## src/rtl/core/hetq_pkg.sv

```systemverilog
// Shared constants, types and codes of the heap event timer queue.
`timescale 1ns / 1ps
`default_nettype none

package hetq_pkg;

  // Heap size and the cap on expired items reported by one advance.
  localparam int CAPACITY    = 32;
  localparam int MAX_RESULTS = 32;

  // Field widths.
  localparam int DL_W      = 32;
  localparam int ID_W      = 16;
  localparam int AMT_W     = 16;
  localparam int CNT_OUT_W = 6;

  // Derived widths: slot index, entry count and pop counter.
  localparam int PTR_W = (CAPACITY > 1) ? $clog2(CAPACITY) : 1;
  localparam int CNT_W = $clog2(CAPACITY + 1);
  localparam int POP_W = $clog2(MAX_RESULTS + 1);

  // One heap entry as stored in memory.
  typedef struct packed {
    logic [DL_W-1:0] dl;
    logic [ID_W-1:0] id;
  } entry_t;

  localparam int ENTRY_W = $bits(entry_t);

  // Command codes.
  localparam logic CMD_ADD     = 1'b0;
  localparam logic CMD_ADVANCE = 1'b1;

  // Result status codes.
  typedef enum logic [1:0] {
    ST_ADDED    = 2'd0,
    ST_REJECTED = 2'd1,
    ST_EXPIRED  = 2'd2,
    ST_NONE     = 2'd3
  } status_t;

  // Sequencer states.
  typedef enum logic [3:0] {
    S_IDLE,
    S_UP_RD,
    S_UP_CMP,
    S_UP_PUT,
    S_EMIT,
    S_POP_RD,
    S_POP_CHK,
    S_POP_LAST,
    S_DN_RDL,
    S_DN_RDR,
    S_DN_CMPR,
    S_DN_CMP,
    S_DN_PUT
  } state_t;

endpackage

`default_nettype wire

```

## src/rtl/core/hetq_ram.sv

```systemverilog
// Generic single-write, single-read RAM with a registered read port.
`timescale 1ns / 1ps
`default_nettype none

module hetq_ram #(
  parameter int WIDTH = 8,
  parameter int DEPTH = 16
) (
  input  wire logic                             clk,
  input  wire logic                             wr_en,
  input  wire logic [$clog2(DEPTH)-1:0]         wr_addr,
  input  wire logic [WIDTH-1:0]                 wr_data,
  input  wire logic                             rd_en,
  input  wire logic [$clog2(DEPTH)-1:0]         rd_addr,
  output logic      [WIDTH-1:0]                 rd_data
);

  logic [WIDTH-1:0] mem [DEPTH];

  // Write port.
  always_ff @(posedge clk) begin
    if (wr_en) begin
      mem[wr_addr] <= wr_data;
    end
  end

  // Registered read port.
  always_ff @(posedge clk) begin
    if (rd_en) begin
      rd_data <= mem[rd_addr];
    end
  end

endmodule

`default_nettype wire

```

## src/rtl/core/heap_event_timer_queue.sv

```systemverilog
// Top level of the heap event timer queue: sequencer, heap memory and output register.
//
// Usage:
//   The input channel (in_valid/in_ready, command, amount) takes one item at a
//   time. An add item inserts an event with deadline tick + amount (saturating),
//   or is rejected when the heap is full, and returns one result. An advance
//   item moves the tick forward and returns one result per expired event, in
//   (deadline, id) order, at most MAX_RESULTS, the final one flagged by last;
//   with nothing expired it returns one status result carrying the new tick.
//   Results leave on out_valid/out_ready through an output register.
//   An add compares the new entry with one parent at a time on its way up.
//   Each expired event of an advance moves the last entry to the root and sifts
//   it down one heap level at a time, paced by the single read port of the heap
//   memory, which is read once per compare.
//   in_ready is high only while the sequencer is idle; an item may be accepted
//   while the previous result still waits in the output register.
//   When the receiver stalls, the sequencer holds at the next result until the
//   output register frees up. Reset clears the count, the tick and the
//   output valid flag and sets the next id to 1; no memory sweep is needed.
`timescale 1ns / 1ps
`default_nettype none

module heap_event_timer_queue (
  input  wire logic                            clk,
  input  wire logic                            rst,
  input  wire logic                            in_valid,
  output logic                                 in_ready,
  input  wire logic                            command,
  input  wire logic [hetq_pkg::AMT_W-1:0]      amount,
  output logic                                 out_valid,
  input  wire logic                            out_ready,
  output logic [1:0]                           status,
  output logic [hetq_pkg::ID_W-1:0]            event_id,
  output logic [hetq_pkg::DL_W-1:0]            deadline,
  output logic [hetq_pkg::CNT_OUT_W-1:0]       active_count,
  output logic                                 last
);

  localparam int PTR_W = hetq_pkg::PTR_W;
  localparam int CNT_W = hetq_pkg::CNT_W;
  localparam int POP_W = hetq_pkg::POP_W;
  localparam int DL_W  = hetq_pkg::DL_W;
  localparam int ID_W  = hetq_pkg::ID_W;
  localparam int IDX_W = PTR_W + 2;

  // Strict (deadline, id) ordering of two entries.
  function automatic logic entry_less(hetq_pkg::entry_t a, hetq_pkg::entry_t b);
    if (a.dl != b.dl) begin
      return a.dl < b.dl;
    end
    return a.id < b.id;
  endfunction

  // Count as reported on a result, saturated to the field width.
  function automatic logic [hetq_pkg::CNT_OUT_W-1:0] count_sat(logic [CNT_W-1:0] c);
    logic [CNT_W+6:0] wide;
    wide = (CNT_W + 7)'(c);
    if (wide > (CNT_W + 7)'(63)) begin
      return 6'd63;
    end
    return wide[hetq_pkg::CNT_OUT_W-1:0];
  endfunction

  hetq_pkg::state_t state, state_next;

  // Control and datapath registers.
  logic [CNT_W-1:0]         count;
  logic [DL_W-1:0]          tick;
  logic [ID_W-1:0]          next_id;
  logic [POP_W-1:0]         popped;
  logic [PTR_W-1:0]         pos;
  logic [PTR_W-1:0]         cidx;
  hetq_pkg::entry_t         mov;
  hetq_pkg::entry_t         cand;
  hetq_pkg::status_t        res_status;
  logic [ID_W-1:0]          res_id;
  logic [DL_W-1:0]          res_dl;
  logic [hetq_pkg::CNT_OUT_W-1:0] res_count;

  // Memory port signals.
  logic                     wr_en;
  logic [PTR_W-1:0]         wr_addr;
  hetq_pkg::entry_t         wr_data;
  logic                     rd_en;
  logic [PTR_W-1:0]         rd_addr;
  logic [hetq_pkg::ENTRY_W-1:0] rd_raw;
  hetq_pkg::entry_t         q;

  // Output register control.
  logic                     can_emit;
  logic                     out_load;
  logic                     out_last;

  // Derived values.
  logic                     in_acc;
  logic                     full;
  logic [DL_W:0]            tick_sum;
  logic [DL_W-1:0]          amt_sat;
  logic [PTR_W-1:0]         parent;
  logic [IDX_W-1:0]         c1;
  logic [IDX_W-1:0]         c2;
  logic [IDX_W-1:0]         count_ext;
  logic [CNT_W-1:0]         cnt_dec;
  logic                     expired;
  logic                     pop_go;
  logic                     pop_done;

  hetq_ram #(
    .WIDTH (hetq_pkg::ENTRY_W),
    .DEPTH (hetq_pkg::CAPACITY)
  ) u_heap (
    .clk     (clk),
    .wr_en   (wr_en),
    .wr_addr (wr_addr),
    .wr_data (wr_data),
    .rd_en   (rd_en),
    .rd_addr (rd_addr),
    .rd_data (rd_raw)
  );

  assign q = hetq_pkg::entry_t'(rd_raw);

  // Handshake and arithmetic helpers.
  assign in_ready  = (state == hetq_pkg::S_IDLE);
  assign in_acc    = in_valid && in_ready;
  assign full      = (count >= CNT_W'(hetq_pkg::CAPACITY));
  assign can_emit  = !out_valid || out_ready;
  assign tick_sum  = {1'b0, tick} + (DL_W + 1)'(amount);
  assign amt_sat   = tick_sum[DL_W] ? {DL_W{1'b1}} : tick_sum[DL_W-1:0];
  assign parent    = (pos - PTR_W'(1)) >> 1;
  assign c1        = {1'b0, pos, 1'b1};
  assign c2        = c1 + IDX_W'(1);
  assign count_ext = IDX_W'(count);
  assign cnt_dec   = count - CNT_W'(1);
  assign expired   = (q.dl <= tick);
  assign pop_go    = expired && ((popped == '0) || can_emit);
  assign pop_done  = (count == '0) || (popped == POP_W'(hetq_pkg::MAX_RESULTS));

  // Next-state logic.
  always_comb begin
    state_next = state;
    case (state)
      hetq_pkg::S_IDLE: begin
        if (in_acc) begin
          if (command == hetq_pkg::CMD_ADVANCE) begin
            state_next = hetq_pkg::S_POP_RD;
          end else if (full) begin
            state_next = hetq_pkg::S_EMIT;
          end else if (count == '0) begin
            state_next = hetq_pkg::S_UP_PUT;
          end else begin
            state_next = hetq_pkg::S_UP_RD;
          end
        end
      end
      hetq_pkg::S_UP_RD:  state_next = hetq_pkg::S_UP_CMP;
      hetq_pkg::S_UP_CMP: begin
        if (entry_less(mov, q) && (parent != '0)) begin
          state_next = hetq_pkg::S_UP_RD;
        end else begin
          state_next = hetq_pkg::S_UP_PUT;
        end
      end
      hetq_pkg::S_UP_PUT: state_next = hetq_pkg::S_EMIT;
      hetq_pkg::S_EMIT: begin
        if (can_emit) begin
          state_next = hetq_pkg::S_IDLE;
        end
      end
      hetq_pkg::S_POP_RD: begin
        state_next = pop_done ? hetq_pkg::S_EMIT : hetq_pkg::S_POP_CHK;
      end
      hetq_pkg::S_POP_CHK: begin
        if (!expired) begin
          state_next = hetq_pkg::S_EMIT;
        end else if (pop_go) begin
          state_next = (count == CNT_W'(1)) ? hetq_pkg::S_POP_RD : hetq_pkg::S_POP_LAST;
        end
      end
      hetq_pkg::S_POP_LAST: state_next = hetq_pkg::S_DN_RDL;
      hetq_pkg::S_DN_RDL: begin
        state_next = (c1 < count_ext) ? hetq_pkg::S_DN_RDR : hetq_pkg::S_DN_PUT;
      end
      hetq_pkg::S_DN_RDR: begin
        state_next = (c2 < count_ext) ? hetq_pkg::S_DN_CMPR : hetq_pkg::S_DN_CMP;
      end
      hetq_pkg::S_DN_CMPR: state_next = hetq_pkg::S_DN_CMP;
      hetq_pkg::S_DN_CMP: begin
        state_next = entry_less(cand, mov) ? hetq_pkg::S_DN_RDL : hetq_pkg::S_DN_PUT;
      end
      hetq_pkg::S_DN_PUT: state_next = hetq_pkg::S_POP_RD;
      default:            state_next = hetq_pkg::S_IDLE;
    endcase
  end

  // Memory port and output register control per state.
  always_comb begin
    wr_en    = 1'b0;
    wr_addr  = pos;
    wr_data  = mov;
    rd_en    = 1'b0;
    rd_addr  = '0;
    out_load = 1'b0;
    out_last = 1'b0;
    case (state)
      hetq_pkg::S_UP_RD: begin
        rd_en   = 1'b1;
        rd_addr = parent;
      end
      hetq_pkg::S_UP_CMP: begin
        if (entry_less(mov, q)) begin
          wr_en   = 1'b1;
          wr_data = q;
        end
      end
      hetq_pkg::S_UP_PUT: wr_en = 1'b1;
      hetq_pkg::S_EMIT: begin
        out_load = can_emit;
        out_last = 1'b1;
      end
      hetq_pkg::S_POP_RD: begin
        rd_en = !pop_done;
      end
      hetq_pkg::S_POP_CHK: begin
        // Hold the root read while stalled, else fetch the last entry.
        rd_en    = 1'b1;
        rd_addr  = pop_go ? cnt_dec[PTR_W-1:0] : '0;
        out_load = pop_go && (popped != '0);
      end
      hetq_pkg::S_DN_RDL: begin
        rd_en   = (c1 < count_ext);
        rd_addr = c1[PTR_W-1:0];
      end
      hetq_pkg::S_DN_RDR: begin
        rd_en   = (c2 < count_ext);
        rd_addr = c2[PTR_W-1:0];
      end
      hetq_pkg::S_DN_CMP: begin
        if (entry_less(cand, mov)) begin
          wr_en   = 1'b1;
          wr_data = cand;
        end
      end
      hetq_pkg::S_DN_PUT: wr_en = 1'b1;
      default: begin
        wr_en = 1'b0;
      end
    endcase
  end

  // State and control registers.
  always_ff @(posedge clk) begin
    if (rst) begin
      state   <= hetq_pkg::S_IDLE;
      count   <= '0;
      tick    <= '0;
      next_id <= ID_W'(1);
      popped  <= '0;
    end else begin
      state <= state_next;
      case (state)
        hetq_pkg::S_IDLE: begin
          if (in_acc) begin
            if (command == hetq_pkg::CMD_ADVANCE) begin
              tick   <= amt_sat;
              popped <= '0;
            end else if (!full) begin
              count   <= count + CNT_W'(1);
              next_id <= next_id + ID_W'(1);
            end
          end
        end
        hetq_pkg::S_POP_CHK: begin
          if (pop_go) begin
            count  <= cnt_dec;
            popped <= popped + POP_W'(1);
          end
        end
        default: begin
          count <= count;
        end
      endcase
    end
  end

  // Datapath registers: moving entry, sift position, candidate child, pending result.
  always_ff @(posedge clk) begin
    case (state)
      hetq_pkg::S_IDLE: begin
        if (in_acc && (command == hetq_pkg::CMD_ADD)) begin
          mov.dl <= amt_sat;
          mov.id <= next_id;
          pos    <= count[PTR_W-1:0];
          if (full) begin
            res_status <= hetq_pkg::ST_REJECTED;
            res_id     <= '0;
            res_dl     <= '0;
            res_count  <= count_sat(count);
          end else begin
            res_status <= hetq_pkg::ST_ADDED;
            res_id     <= next_id;
            res_dl     <= amt_sat;
            res_count  <= count_sat(count + CNT_W'(1));
          end
        end
      end
      hetq_pkg::S_UP_CMP: begin
        if (entry_less(mov, q)) begin
          pos <= parent;
        end
      end
      hetq_pkg::S_POP_RD: begin
        if (pop_done && (popped == '0)) begin
          res_status <= hetq_pkg::ST_NONE;
          res_id     <= '0;
          res_dl     <= tick;
          res_count  <= count_sat(count);
        end
      end
      hetq_pkg::S_POP_CHK: begin
        if (!expired && (popped == '0)) begin
          res_status <= hetq_pkg::ST_NONE;
          res_id     <= '0;
          res_dl     <= tick;
          res_count  <= count_sat(count);
        end else if (pop_go) begin
          res_status <= hetq_pkg::ST_EXPIRED;
          res_id     <= q.id;
          res_dl     <= q.dl;
          res_count  <= count_sat(cnt_dec);
        end
      end
      hetq_pkg::S_POP_LAST: begin
        mov <= q;
        pos <= '0;
      end
      hetq_pkg::S_DN_RDR: begin
        cand <= q;
        cidx <= c1[PTR_W-1:0];
      end
      hetq_pkg::S_DN_CMPR: begin
        if (entry_less(q, cand)) begin
          cand <= q;
          cidx <= cidx + PTR_W'(1);
        end
      end
      hetq_pkg::S_DN_CMP: begin
        if (entry_less(cand, mov)) begin
          pos <= cidx;
        end
      end
      default: begin
        pos <= pos;
      end
    endcase
  end

  // Output register.
  always_ff @(posedge clk) begin
    if (rst) begin
      out_valid <= 1'b0;
    end else if (out_load) begin
      out_valid <= 1'b1;
    end else if (out_ready) begin
      out_valid <= 1'b0;
    end
  end

  always_ff @(posedge clk) begin
    if (out_load) begin
      status       <= res_status;
      event_id     <= res_id;
      deadline     <= res_dl;
      active_count <= res_count;
      last         <= out_last;
    end
  end

  // The entry count never passes the heap size.
  assert property (@(posedge clk) disable iff (rst)
    count <= CNT_W'(hetq_pkg::CAPACITY))
    else $error("entry count above capacity");

  // Every heap write lands inside the occupied region.
  assert property (@(posedge clk) disable iff (rst)
    wr_en |-> (IDX_W'(wr_addr) < count_ext))
    else $error("heap write outside occupied slots");

  // The root is only checked while the heap holds an entry.
  assert property (@(posedge clk) disable iff (rst)
    (state == hetq_pkg::S_POP_CHK) |-> (count != '0))
    else $error("root check on empty heap");

  // One advance never reports more than the pop limit.
  assert property (@(posedge clk) disable iff (rst)
    popped <= POP_W'(hetq_pkg::MAX_RESULTS))
    else $error("pop limit exceeded");

  // A loaded output register never overwrites a result that was not taken.
  assert property (@(posedge clk) disable iff (rst)
    (out_valid && !out_ready) |-> !out_load)
    else $error("result overwritten while stalled");

endmodule

`default_nettype wire

```

## config.mk

```make
export PLATFORM = sky130hd
export DESIGN_NAME = heap_event_timer_queue
export DESIGN_NICKNAME = d
export VERILOG_FILES = /design/src/rtl/core/hetq_pkg.sv /design/src/rtl/core/hetq_ram.sv /design/src/rtl/core/heap_event_timer_queue.sv
export SDC_FILE = /design/constraint.sdc
export NUM_CORES = 2
export LEC_CHECK = 0
export BUFFER_PORTS_ARGS = -buffer_cell sky130_fd_sc_hd__buf_2
export CAP_MARGIN = 15
export CORE_UTILIZATION = 60
export DETAILED_ROUTE_END_ITERATION = 6
export PLACE_DENSITY = 0.78
export SETUP_SLACK_MARGIN = 0.02
export SLEW_MARGIN = 20
export SYNTH_ARGS = -nofsm -noshare
export SYNTH_HDL_FRONTEND = slang
export SYNTH_SLANG_ARGS = --single-unit
```

## constraint.sdc

```tcl
create_clock -name clk -period 15.7 [get_ports clk]
set_input_delay 4.71 -clock clk [delete_from_list [all_inputs] [get_ports clk]]
set_output_delay 4.71 -clock clk [all_outputs]
set_load 0.02 [all_outputs]
```

==> flow_summary.toml <==
[timing]
final.min_clock_period_ns = 9.308
rsz0062_at_grt = "no"
fin_ws_ns = 6.392
holdWs_ns = 0.4176
fmax_mhz = 107.4
worst_pin_slew_ns = 1.215
setup_tns_ns = 0
fin_skew_ns = 0.03965
setup_violations = 0
relSlewSlack = 0.1902
fin_crit_sh = 0.5929
slew_violations = 0
hold_viol_final = 0

[cts]
clk_latency_ns = 0.82
post_cts_buffers = 0
cts-root-buf = "clkbuf_16"
clk_pin_slew_ns = 0.06
cts_resized = 0
tritoncts = "done"
numCtsBuffers = 176
clk_path_buf_depth = 3
cts.sinks = 1868
cts-htree-levels = 4
cts_hold_buf = 0

[logic_synthesis]
synthMuxAreaShare = 0.02269
synth_area_sq_um = 79070
synthXorXnorAreaFrac = 0.005539
synth_cell_types = 72
synth_nets = 6295
synth_seq_cells = 1868
synthSimpleGateAreaFrac = 0.1218
synth_cells = 6061
synth_top_family_by_area = "simple AND/OR/NAND/NOR gates"
ys_seq_area_frac = 0.7012
synthFlopType = "edfxtp_1"
syn_avg_cell_area_sq_um = 13.05
synth_edf_count = 1803
async_flop_share = 0
synth-compound-area-share = 0.08816
synthAdderAreaFrac = 0.03380
synth_warnings = 0

[die]
io_pins = 80
row_count = 132
dieArea_sq_um = 133200
coreArea_sq_um = 130100
die_h_um = 365.0
fp.dieW_um = 365.0
start_util = 0.6075

[status]
status = "complete, but fails checks"
violations = "DRC"

[power_and_ir_drop]
finalPower_uw = 14800
power.switching_uw = 4999
sw_frac_of_total = 0.3378
pwr-share-seq = 0.452
powerDensity_nw_per_um2 = 169.3
power_frac_clock = 0.283
leakagePower_uw = 0.03174
internal_power_uw = 9801
max-vdd-ir-drop_v = 0.0001328
p_comb_frac = 0.265

[worst_hold_path]
hold_path.class = "reg -> reg"

[layout]
nNetsFinal = 6348
syn2layout_area_growth_pct = 10.54
drive_gt1_frac = 0.09127
fillCellCount = 8673
final_area_sq_um = 87400
final_cell_mix = "1803 x edfxtp_1, 1307 x nand2_1, 216 x a21oi_1"
final_common_cell = "edfxtp_1"

[placed_design]
placed_area_sq_um = 81760
hpwl_um = 125200
post-place-ws_ns = 5.783
portBuffers = 79
gp_congestion = 0.8624

[critical_path]
cpPeakStageDelay_ns = 0.78
crit_slowest_cell = "buf_4"
critical_path_class = "in -> reg"
r2r_slack_ns = 7.96
cp_max_fo = 142
arrival_ns = 9.85
critPathRequiredTime_ns = 16.24
crit_chain = "buf_2 > nand2b_1 > a21oi_1 > nor3_1 > nand2b_1 > o211a_4 > buf_12 > buf_4 > buf_4 > mux2i_1 > o22ai_1 > or4_1 > a211oi_1 > nor3_1"
critPathLaunchType = "input pin"
cp-end-kind = "flop"

[drt]
wl_um = 225300
drtIter0Drc = 9213
vias = 53470
avgRoutedWirePerCell_um = 28.16
drc = 2
dr.pass1.iters = 7
postRouteAntennaNets = 0
via_per_inst = 6.685

[global_routing]
grt_antenna_before_repair = 4
grt_overflow = 0
use_met1 = 0.4428
busiest_layer = "met2"
grtUsageMet2 = 0.5260
grt_pass1_vias = 51070
gr-usage-all-layers = 0.3362
grt_start_max_net_pins = 172
use_met3 = 0.08049
grt_first_pass_wirelength_um = 326300

[flow_run]
max_cap_viol_count = 0
[flip-flops by register name (all words and copies together), names as in the netlist, 2 cells and up]
signal	count
res_count	6
state	4
mov	48
count	6
deadline	32
status	2
res_id	16
u_heap.rd_data	48
tick	32
res_status	2
cand	48
event_id	16
u_heap.mem	1536
cidx	5
res_dl	32
next_id	16
active_count	6
pos	5
popped	6
[power groups by stage]
stage / clock network [uW] / registers [uW] / logic, uW
global route: 4380 / 6700 / 4170
global placement: 0 / 6760 / 3640
floorplan: 0 / 6640 / 2480
finish: 4190 / 6690 / 3920
detailed placement: 0 / 6770 / 3770
CTS: 4190 / 6670 / 3800
[Yosys cell counts (48+ instances only)]
| cell type | instances | area share |
|---|---|---|
| edfxtp_1 | 1803 | 0.68 |
| nand2_1 | 1312 | 0.062 |
| clkbuf_1 | 267 | 0.013 |
| a21oi_1 | 216 | 0.014 |
| ha_1 | 212 | 0.034 |
| inv_1 | 200 | 0.0095 |
| a31oi_1 | 180 | 0.014 |
| mux2i_1 | 177 | 0.022 |
| and3_1 | 175 | 0.014 |
| nand3_1 | 175 | 0.011 |
| nor2_1 | 152 | 0.0072 |
| nor3_1 | 130 | 0.0082 |
| o21ai_0 | 127 | 0.0080 |
| o22ai_1 | 83 | 0.0066 |
| a21o_1 | 71 | 0.0067 |
| a211oi_1 | 69 | 0.0066 |
| nand4_1 | 69 | 0.0055 |
| dfxtp_1 | 65 | 0.016 |
| a221o_1 | 54 | 0.0068 |
| a32oi_1 | 48 | 0.0053 |
[cell families (layout without fill, tap and decap cells)]
group | Yosys count | in the layout
AND/OR/NAND/NOR | 2167 | 2167
flip-flops | 1868 | 1868
AO/OA/AOI/OAI | 1038 | 1038
buffers and inverters | 546 | 741
adder cells (fa/ha/maj) | 213 | 213
multiplexers | 179 | 179
XOR/XNOR | 50 | 50
other | 0 | 1
[layer usage]
metal  vias up  wire [um]
met2      4003     103500
met5         -        131
met4         2      11890
met3       682      31790
li1      22860          -
met1     25930      78010
[stage by stage]
stage / utilization / cells
floorplan: - / 6061
global placement: 0.6282 / 7678
detailed placement: 0.6282 / 7678
CTS: 0.6714 / 7998
global route: 0.6715 / 7998
finish: 0.6716 / 7999
[critical path, delay by kind of cell]
family / cells / cell delay, ns
multiplexers: 1 / 0.28
AND/OR/NAND/NOR: 5 / 1.16
AO/OA/AOI/OAI: 4 / 1.20
buffers and inverters: 4 / 2.14
[path summary, 6_finish.rpt]
| check | startpoint | end | cells past startpoint |
|---|---|---|---|
| min | res_status[1]$_DFFE_PP_ | status[1]$_DFFE_PP_ | 0 |
| max reg2reg | u_heap.rd_data[31]$_DFFE_PP_ | u_heap.rd_data[15]$_DFFE_PP_ | 14 |
| max | out_ready | u_heap.rd_data[15]$_DFFE_PP_ | 14 |
| min reg2reg | res_status[1]$_DFFE_PP_ | status[1]$_DFFE_PP_ | 0 |
[area by class of cell]
cell class / instances / area [sq um] / share of cell area
repair buffers: 219 / 1484 / 0.01698
multi-input cells: 3647 / 21920 / 0.2508
inverters: 202 / 758.2 / 0.008675
flip-flops and latches: 1868 / 55440 / 0.6344
clock buffers: 218 / 4763 / 0.05450
clock inverters: 102 / 850.8 / 0.009735
diodes: 1 / 2.502 / 0.00002863
well taps: 1742 / 2180 / 0.02494
No activity file was read; power rests on OpenSTA's default activity.
